$ cat src/i2cm_pkg.sv
// Package with types and constants of the bit-banged I2C master.
package i2cm_pkg;

  localparam int unsigned BufDepthDefault = 8;

  typedef enum logic [2:0] {
    KIND_TICK  = 3'd0,
    KIND_BEGIN = 3'd1,
    KIND_QUEUE = 3'd2,
    KIND_END   = 3'd3,
    KIND_REQ   = 3'd4,
    KIND_POP   = 3'd5
  } kind_e_t;

  typedef enum logic [3:0] {
    PH_IDLE    = 4'd0,
    PH_START_W = 4'd1,
    PH_START_R = 4'd2,
    PH_WBIT_AW = 4'd3,
    PH_WACK_AW = 4'd4,
    PH_WBIT_AR = 4'd5,
    PH_WACK_AR = 4'd6,
    PH_WBIT_D  = 4'd7,
    PH_WACK_D  = 4'd8,
    PH_RBIT    = 4'd9,
    PH_RACK    = 4'd10,
    PH_STOP    = 4'd11
  } phase_t;

  typedef struct packed {
    logic [2:0] kind;
    logic [6:0] address;
    logic [7:0] data;
    logic [3:0] count;
    logic       sda_in;
  } in_word_t;

  typedef struct packed {
    logic       scl;
    logic       sda_out;
    logic       sda_drive;
    logic       busy_res;
    logic [7:0] read_data;
    logic       read_valid;
    logic       rejected;
  } out_word_t;

  // Classified word passed from the front to the back.
  typedef struct packed {
    logic       is_tick;
    logic       is_cmd;
    logic [2:0] kind;
    logic [6:0] address;
    logic [7:0] data;
    logic [3:0] count;
    logic       sda_in;
  } cmd_word_t;

endpackage

$ cat src/i2cm_front.sv
// Front stage: accepts input words, classifies them and queues them.
module i2cm_front (
  input  logic              clk,
  input  logic              rst_n,
  input  logic              in_valid,
  output logic              in_stall,
  input  i2cm_pkg::in_word_t in_data,
  output logic              q_valid,
  input  logic              q_pop,
  output i2cm_pkg::cmd_word_t q_word
);
  import i2cm_pkg::*;

  // Two-entry queue; stall only when both slots hold words.
  cmd_word_t mem_r [2];
  logic       wp_r, wp_nxt, rp_r, rp_nxt;
  logic [1:0] cnt_r, cnt_nxt;
  cmd_word_t  cls;
  logic       push;

  // Classification of the incoming word.
  always_comb begin
    cls.is_tick = (in_data.kind == KIND_TICK);
    cls.is_cmd  = (in_data.kind != KIND_TICK) && (in_data.kind <= KIND_POP);
    cls.kind    = in_data.kind;
    cls.address = in_data.address;
    cls.data    = in_data.data;
    cls.count   = in_data.count;
    cls.sda_in  = in_data.sda_in;
  end

  assign in_stall = (cnt_r == 2'd2);
  assign push     = in_valid && !in_stall;
  assign q_valid  = (cnt_r != 2'd0);
  assign q_word   = mem_r[rp_r];

  always_comb begin
    wp_nxt  = wp_r ^ push;
    rp_nxt  = rp_r ^ q_pop;
    cnt_nxt = cnt_r + {1'b0, push} - {1'b0, q_pop};
  end

  always_ff @(posedge clk) begin
    if (!rst_n) begin
      wp_r  <= 1'b0;
      rp_r  <= 1'b0;
      cnt_r <= 2'd0;
    end else begin
      wp_r  <= wp_nxt;
      rp_r  <= rp_nxt;
      cnt_r <= cnt_nxt;
    end
  end

  always_ff @(posedge clk) begin
    if (push) begin
      mem_r[wp_r] <= cls;
    end
  end
endmodule

$ cat src/i2cm_back.sv
// Back stage: bus sequencer, buffers and output register.
module i2cm_back #(
  parameter int unsigned BUFFER_DEPTH = i2cm_pkg::BufDepthDefault
) (
  input  logic                clk,
  input  logic                rst_n,
  input  logic                q_valid,
  output logic                q_pop,
  input  i2cm_pkg::cmd_word_t q_word,
  output logic                out_valid,
  input  logic                out_stall,
  output i2cm_pkg::out_word_t out_data
);
  import i2cm_pkg::*;

  localparam int unsigned IW = (BUFFER_DEPTH > 1) ? $clog2(BUFFER_DEPTH) : 1;
  localparam int unsigned CW = $clog2(BUFFER_DEPTH + 1);
  localparam logic [CW-1:0] DEPTH_C = CW'(BUFFER_DEPTH);

  phase_t      phase_r, phase_nxt;
  logic [1:0]  step_r, step_nxt;
  logic [3:0]  bits_r, bits_nxt;
  logic [7:0]  shift_r, shift_nxt;
  logic [CW-1:0] txf_r, txf_nxt, rxf_r, rxf_nxt, rxn_r, rxn_nxt;
  logic [7:0]  txs_r, txs_nxt;
  logic [7:0]  lastp_r, lastp_nxt;
  logic [2:0]  pins_r, pins_nxt;
  logic [7:0]  tx_mem [BUFFER_DEPTH];
  logic [7:0]  rx_mem [BUFFER_DEPTH];
  logic        tx_we, rx_we;
  logic [IW-1:0] tx_wa, rx_wa;
  logic [7:0]  rx_wd;
  logic        ovalid_r;
  out_word_t   odata_r, odata_nxt;
  logic        take;
  logic [CW-1:0] cnt_c, txs_inc;
  logic        ack_a;

  assign take      = q_valid && (!ovalid_r || !out_stall);
  assign q_pop     = take;
  assign out_valid = ovalid_r;
  assign out_data  = odata_r;
  assign txs_inc   = txs_r[CW-1:0] + CW'(1);

  // One word of sequencing per accepted item.
  always_comb begin
    phase_nxt = phase_r; step_nxt = step_r; bits_nxt = bits_r; shift_nxt = shift_r;
    txf_nxt = txf_r; txs_nxt = txs_r; rxf_nxt = rxf_r; rxn_nxt = rxn_r;
    lastp_nxt = lastp_r; pins_nxt = pins_r;
    tx_we = 1'b0; tx_wa = txf_r[IW-1:0];
    rx_we = 1'b0; rx_wa = rxn_r[IW-1:0]; rx_wd = 8'h00;
    odata_nxt = '0;
    cnt_c = CW'(0); ack_a = 1'b0;
    if (q_word.count == 4'd0) cnt_c = CW'(1);
    else if (int'(q_word.count) > int'(BUFFER_DEPTH)) cnt_c = DEPTH_C;
    else cnt_c = CW'(q_word.count);
    if (q_word.is_tick && phase_r != PH_IDLE) begin
      case (phase_r)
        PH_START_W, PH_START_R: begin
          pins_nxt = (step_r == 2'd0) ? 3'b111 : (step_r == 2'd1) ? 3'b101 : 3'b100;
          if (step_r >= 2'd2) begin
            phase_nxt = (phase_r == PH_START_W) ? PH_WBIT_AW : PH_WBIT_AR;
            step_nxt = 2'd0; bits_nxt = 4'd0; shift_nxt = txs_r;
          end else begin
            step_nxt = step_r + 2'd1;
          end
        end
        PH_WBIT_AW, PH_WBIT_AR, PH_WBIT_D: begin
          pins_nxt = {1'b1, shift_r[7], step_r[0]};
          if (step_r == 2'd0) begin
            step_nxt = 2'd1;
          end else begin
            step_nxt = 2'd0; shift_nxt = {shift_r[6:0], 1'b0};
            bits_nxt = bits_r + 4'd1;
            if (bits_r == 4'd7) begin
              bits_nxt = 4'd0; phase_nxt = phase_t'(phase_r + 4'd1);
            end
          end
        end
        PH_WACK_AW, PH_WACK_AR, PH_WACK_D: begin
          pins_nxt = {1'b0, 1'b1, step_r[0]};
          if (step_r == 2'd0) begin
            step_nxt = 2'd1;
          end else if (phase_r == PH_WACK_AW) begin
            phase_nxt = PH_IDLE; step_nxt = 2'd0; txs_nxt = 8'h00; pins_nxt = 3'b110;
          end else if (phase_r == PH_WACK_AR) begin
            txs_nxt = 8'h00; phase_nxt = PH_RBIT; step_nxt = 2'd0;
            bits_nxt = 4'd0; shift_nxt = 8'h00;
          end else begin
            txs_nxt = 8'(txs_inc);
            if (txs_inc < txf_r && txs_inc < DEPTH_C) begin
              phase_nxt = PH_WBIT_D; step_nxt = 2'd0; bits_nxt = 4'd0;
              shift_nxt = tx_mem[txs_inc[IW-1:0]];
            end else begin
              phase_nxt = PH_STOP; step_nxt = 2'd0;
            end
          end
        end
        PH_RBIT: begin
          pins_nxt = {1'b0, 1'b1, step_r[0]};
          if (step_r == 2'd0) begin
            step_nxt = 2'd1;
          end else begin
            step_nxt = 2'd0; shift_nxt = {shift_r[6:0], q_word.sda_in};
            bits_nxt = bits_r + 4'd1;
            if (bits_r == 4'd7) begin
              bits_nxt = 4'd0;
              if (rxn_r < DEPTH_C) begin
                rx_we = 1'b1; rx_wd = {shift_r[6:0], q_word.sda_in};
              end
              rxn_nxt = rxn_r + CW'(1);
              phase_nxt = PH_RACK;
            end
          end
        end
        PH_RACK: begin
          ack_a = !(rxn_r < rxf_r);
          pins_nxt = {1'b1, ack_a, step_r == 2'd2};
          if (step_r < 2'd3) begin
            step_nxt = step_r + 2'd1;
          end else if (!ack_a) begin
            phase_nxt = PH_RBIT; step_nxt = 2'd0; bits_nxt = 4'd0; shift_nxt = 8'h00;
          end else begin
            rxn_nxt = CW'(0); phase_nxt = PH_STOP; step_nxt = 2'd0;
          end
        end
        PH_STOP: begin
          pins_nxt = (step_r == 2'd0) ? 3'b100 : (step_r == 2'd1) ? 3'b101 : 3'b111;
          if (step_r >= 2'd2) begin
            phase_nxt = PH_IDLE; step_nxt = 2'd0;
          end else begin
            step_nxt = step_r + 2'd1;
          end
        end
        default: begin
          phase_nxt = PH_IDLE; step_nxt = 2'd0;
        end
      endcase
    end else if (q_word.is_cmd) begin
      if (phase_r != PH_IDLE) begin
        odata_nxt.rejected = 1'b1;
      end else begin
        case (q_word.kind)
          KIND_BEGIN: begin
            txf_nxt = CW'(0); txs_nxt = {q_word.address, 1'b0};
            phase_nxt = PH_START_W; step_nxt = 2'd0;
          end
          KIND_QUEUE: begin
            if (txf_r < DEPTH_C) begin
              tx_we = 1'b1; txf_nxt = txf_r + CW'(1);
            end
          end
          KIND_END: begin
            txs_nxt = 8'h00; step_nxt = 2'd0;
            if (txf_r != CW'(0)) begin
              phase_nxt = PH_WBIT_D; bits_nxt = 4'd0; shift_nxt = tx_mem[0];
            end else begin
              phase_nxt = PH_STOP;
            end
          end
          KIND_REQ: begin
            rxf_nxt = cnt_c; rxn_nxt = CW'(0);
            txs_nxt = {q_word.address, 1'b1};
            phase_nxt = PH_START_R; step_nxt = 2'd0;
          end
          KIND_POP: begin
            if (rxn_r < rxf_r) begin
              lastp_nxt = rx_mem[rxn_r[IW-1:0]]; rxn_nxt = rxn_r + CW'(1);
            end
            odata_nxt.read_data = lastp_nxt; odata_nxt.read_valid = 1'b1;
          end
          default: begin
          end
        endcase
      end
    end
    odata_nxt.scl       = pins_nxt[0];
    odata_nxt.sda_out   = pins_nxt[2] ? pins_nxt[1] : 1'b1;
    odata_nxt.sda_drive = pins_nxt[2];
    odata_nxt.busy_res  = (phase_nxt != PH_IDLE);
  end

  always_ff @(posedge clk) begin
    if (!rst_n) begin
      phase_r <= PH_IDLE; step_r <= 2'd0; bits_r <= 4'd0; shift_r <= 8'h00;
      txf_r <= '0; txs_r <= 8'h00; rxf_r <= '0; rxn_r <= '0;
      lastp_r <= 8'h00; pins_r <= 3'b111; ovalid_r <= 1'b0;
    end else begin
      if (take) begin
        phase_r <= phase_nxt; step_r <= step_nxt; bits_r <= bits_nxt;
        shift_r <= shift_nxt; txf_r <= txf_nxt; txs_r <= txs_nxt;
        rxf_r <= rxf_nxt; rxn_r <= rxn_nxt; lastp_r <= lastp_nxt; pins_r <= pins_nxt;
      end
      if (take) ovalid_r <= 1'b1;
      else if (!out_stall) ovalid_r <= 1'b0;
    end
  end

  // Output register and buffer writes.
  always_ff @(posedge clk) begin
    if (take) odata_r <= odata_nxt;
    if (take && tx_we) tx_mem[tx_wa] <= q_word.data;
    if (take && rx_we) rx_mem[rx_wa] <= rx_wd;
  end
endmodule

$ cat src/i2c_master_bitbang_controller_top.sv
// Inputs pass the front queue; each result is registered in the back stage.
// Throughput: one word per cycle while not stalled, one sequencer step per word.
// A two-entry queue between front and back holds words while the output stalls.
// Reset is synchronous, active low: bus idle, SCL and SDA high and driven.
// Buffer contents are not cleared by reset.
module i2c_master_bitbang_controller_top #(
  parameter int unsigned BUFFER_DEPTH = i2cm_pkg::BufDepthDefault
) (
  input  logic                clk,
  input  logic                rst_n,
  input  logic                in_valid,
  output logic                in_stall,
  input  i2cm_pkg::in_word_t  in_data,
  output logic                out_valid,
  input  logic                out_stall,
  output i2cm_pkg::out_word_t out_data
);
  import i2cm_pkg::*;

  logic      q_valid, q_pop;
  cmd_word_t q_word;

  i2cm_front u_front (
    .clk(clk), .rst_n(rst_n), .in_valid(in_valid), .in_stall(in_stall),
    .in_data(in_data), .q_valid(q_valid), .q_pop(q_pop), .q_word(q_word)
  );

  i2cm_back #(.BUFFER_DEPTH(BUFFER_DEPTH)) u_back (
    .clk(clk), .rst_n(rst_n), .q_valid(q_valid), .q_pop(q_pop), .q_word(q_word),
    .out_valid(out_valid), .out_stall(out_stall), .out_data(out_data)
  );
endmodule

$ cat config.mk
export PLATFORM = sky130hd
export DESIGN_NAME = i2c_master_bitbang_controller_top
export DESIGN_NICKNAME = d
export VERILOG_FILES = /design/src/i2cm_pkg.sv /design/src/i2cm_front.sv /design/src/i2cm_back.sv /design/src/i2c_master_bitbang_controller_top.sv
export SDC_FILE = /design/constraint.sdc
export NUM_CORES = 1
export LEC_CHECK = 0
export ABC_AREA = 1
export BUFFER_PORTS_ARGS = -buffer_cell sky130_fd_sc_hd__buf_2
export CAP_MARGIN = 20
export CORE_ASPECT_RATIO = 1.1
export CORE_MARGIN = 5
export CORE_UTILIZATION = 60
export CTS_BUF_LIST = sky130_fd_sc_hd__clkbuf_8
export DETAILED_ROUTE_END_ITERATION = 10
export PLACE_DENSITY = 0.78
export SLEW_MARGIN = 15
export SYNTH_ARGS = -nofsm -noshare
export SYNTH_HDL_FRONTEND = slang
export SYNTH_HIERARCHICAL = 1
export SYNTH_SLANG_ARGS = --single-unit
$ cat constraint.sdc
create_clock -name clk -period 3.25 [get_ports clk]
set_input_delay 0.325 -clock clk [delete_from_list [all_inputs] [get_ports clk]]
set_output_delay 0.325 -clock clk [all_outputs]
set_load 0.1 [all_outputs]
==> results.md <==
- For this design, the CTS-stage hold fixing added 23 buffers.
- The number of antenna violations at the first check in global routing is 0.
- The final-report hold violation count is 0.
- The worst register-to-register path begins at u_back/phase_r[0].
- Timing would allow up to approximately 340 MHz.
- The wire length of the first global-routing pass is about 41000 um.
- The number of diodes added for antenna fixing is 0.
- Between clock sinks in the finished design, the worst skew comes to ~0.024 ns.
- From bottom edge to top edge, the die measures 155.6 um.
- TritonCTS built the clock tree.
- The launching element type of the critical path is a flop.
- The number of global-route vias before repair is 8271.
- Relative to the synthesized area, the layout overhead comes to 12.64%.
- Averaged over all synthesized cells, the footprint is 9.989 sq um.
- The cell chosen for the clock root is clkbuf_8.
- The number of clock buffers added by TritonCTS is 39.
- The clock transition time at the flip-flop clock pins of the worst setup and hold paths is 0.06 ns.
- The worst setup path is captured at a flop.
- The biggest fanout along the worst timing path is 29.
- The tool flagged a number of max-cap violations equal to 0.
- The worst min-delay path endpoint is u_back/out_valid.
- The wire length after detailed routing is 25510 um.
- During synthesis, Yosys emitted a total of 6 warnings.
- Data on the critical path arrives at its endpoint at 3.36 ns.
- For the pin with the worst max-slew slack, the measured transition is just under 1 ns.
- The standby leakage power is 5.283 nW.
- The number of slew-limit violations in the final report was 0.
- The number of cells on the worst hold path is 3.
- Global routing finished with a remaining overflow of 0.
- The count of vias placed by the detailed router is 8482.
- After floorplanning, the core was divided into 53 placement rows.
- The count of cells resized by post-cts repair is 0.
- The run finished with clean final reports.
- Counting flops with a built-in enable in the synthesized netlist gives 192.
- The H-tree was split into 2 levels.
- Across the whole layout, storage elements account for 0.006927 sq mm.
- For the worst flop-to-flop path, the logic depth is 13.
- The synthesized instance count is 1157.
- Setup repair after global routing left no endpoint under its margin.
- The number of antenna-violating nets in the routed design is 0.
- The starting DRC count in detailed routing is 755.
- The critical path class is reg -> reg.
- The library cell used most frequently in the layout, excluding fill and tap cells, is nand2_1.
- The HPWL after detailed placement is between 15000 and 20000 um.
- Clock latency on the worst-skew pair, taken at its later pin, is between 0.5 and 0.6 ns.
- Once the floorplan was initialized, standard cells occupied 60.73% of the core.
- Setup violations remaining at the end of the flow were counted as 0.
- The most used flip-flop cell after synthesis is edfxtp_1.
- Leaving out fill and tap cells, the most frequent cells in the layout are nand2_1 (199), edfxtp_1 (192), nor2_1 (173).
- The count of pins on the block boundary is 43.
- The via density per instance is around 5.6.
- The clock tree buffer depth is 3.
- In this run the tightest slew margin relative to its limit is between 30% and 40%.
- Summing every instance area after synthesis gives 0.01156 sq mm.
- The largest vdd supply drop is 0.7870 mV.
- The global placer's final weighted congestion is about 0.94.
- The die covers 0.02214 sq mm.
- After synthesis, flip-flops and latches occupy approximately three fifths of the total area.
- Yosys mapped the design onto between 40 and 50 distinct sky130hd cell types.
- When the netlist entered floorplanning its net count stood at 1210.
- The share of layout cells above drive strength 1 is 13.46%.
- Measured on the finished design, the core utilization comes to 68.40%.
- The width of the die is approximately 140 um.
- The number of storage elements in the synthesis netlist is between 200 and 300.
- For this run, the post-layout net count is 1302.
- The number of search-and-repair iterations in the first detailed-routing pass is 5.
- The multi-input combinational cells in the finished layout cover a total of 0.003980 sq mm.
- For this run, asynchronously set or reset flops after synthesis account for 0%.
- For this run, the total global-route usage over all layers was measured as 23.34%.
- The class of the worst hold path is in -> reg.
- The worst reg-to-reg setup slack is 0.35 ns.
- The largest net degree at the start of global routing is 36.
- In the finished design, the share of the clock period the worst path needs comes to 89.36%.
- The filler cells instantiated in the layout total 1417.
- The number of buffers added for setup after CTS is 0.
- After routing, the total negative slack on setup checks comes to 0 ns.
- The count of buffers inserted at the top-level ports is 42.
- The clock net sink count is 250.
- The final routed wire length divided by cell count is 16.73 um.
- The hold path startpoint is out_stall.
- The core region area is 0.01903 sq mm.
- The worst path needs 2.904 ns of the cycle, external delays included.
- The power per cell area is 824.0 mW/mm^2.
- The data required time at the worst endpoint is 3.71 ns.
- For this run, design rule violations remaining after detail routing come to 0.
==> Yosys cell counts (all sizes together), types with 11 or more instances <==
cell,instances,area share [%]
o211ai,27,1.8
inv,110,3.6
nor3,22,0.95
a21oi,49,2.2
o22ai,17,0.92
nand2,205,7.0
dfxtp,58,10
nor2,181,6.3
ha,26,2.8
clkbuf,27,0.88
mux2,25,3.1
o21ai,104,4.5
edfxtp,192,50
buf,15,1.1
nand4,11,0.60
nand3,64,3.0
==> routing by layer <==
metal | vias up | global-route usage, % | share of wire (%) | routed length [um]
met2 | 260 | 41.15 | 52 | 13210
met5 | - | 0 | 0 | 0
met1 | 4016 | 29.77 | 41 | 10480
met4 | 0 | 7.334 | 1.9 | 478
met3 | 40 | 3.617 | 5.3 | 1343
li1 | 4166 | - | - | -
==> power breakdown <==
part           internal, W  leakage, nW  switching [W]  total [W]
clock network      0.00131        0.404        0.00117    0.00248
logic              0.00114         2.52        0.00303    0.00417
registers          0.00388         2.36       0.000197    0.00408
==> cell families after synthesis <==
kind of cell | after synthesis | synth area share (%)
DFF | 250 | 59.93
adders and majority gates | 26 | 2.815
AOI/OAI and AO/OA | 210 | 10.20
buffers and inverters | 154 | 5.630
muxes | 25 | 3.085
and+or+nand+nor | 487 | 17.96
xor gates and xnor gates | 5 | 0.3789
==> worst max path at each step <==
stage	from	endpoint	slack, ns	cells after the start
floorplan	u_back/out_valid	u_front/cnt_r[1]	0.46	10
global placement	u_back/phase_r[0]	flop	0.50	13
detailed placement	u_back/phase_r[0]	u_back/rx_mem[4][6]	0.39	8
CTS	u_back/phase_r[0]	u_back/rx_mem[4][1]	0.36	8
global route	u_back/phase_r[0]	u_back/rxn_r[1]	0.02	13
finish	u_back/phase_r[0]	flop	0.35	13
==> through the flow <==
stage	total power (W)	worst slack [ns]	instance area (sq um)	instances	hold WS, ns
6_report	0.01073	0.3459	13020	1525	0.07142
3_5_place_dp	0.008237	0.3896	12060	1432	0.4499
2_1_floorplan	0.007342	0.4560	11560	1157	0.4185
5_1_grt	0.01139	0.02231	13020	1525	0.09804
3_3_place_gp	0.008162	0.4996	12060	1432	0.4406
4_1_cts	0.01073	0.3571	13020	1525	0.03606
==> critical path, stage by stage, from the launching register on <==
cell and delay, ns:
dfxtp_1 0.43, clkinv_1 0.29, ha_1 0.36, nand2_4 0.15, nand2_4 0.19, inv_2 0.44, nand2_1 0.09, o21ai_1 0.09
nand2_1 0.08, nor2_2 0.20, nand3_1 0.20, nand2_1 0.11, nand3_1 0.06, nor2_1 0.13
==> layout make-up <==
| class | count | area share [%] |
|---|---|---|
| Clock buffer | 40 | 4.229 |
| Clock inverter | 30 | 1.394 |
| Inverter | 112 | 3.229 |
| Multi-Input combinational cell | 753 | 30.57 |
| Sequential cell | 250 | 53.21 |
| Tap cell | 247 | 2.374 |
| Timing Repair Buffer | 93 | 4.998 |
==> registers in the layout (all words and copies together), names as in the netlist, 8 cells and up, named ones only <==
signal and cells:
u_back/txs_r 8, u_back/tx_mem 64, u_back/shift_r 8, u_back/out_data 14
u_front/mem_r 50, u_back/lastp_r 8, u_back/rx_mem 64
Power figures use the tool's default switching activity.
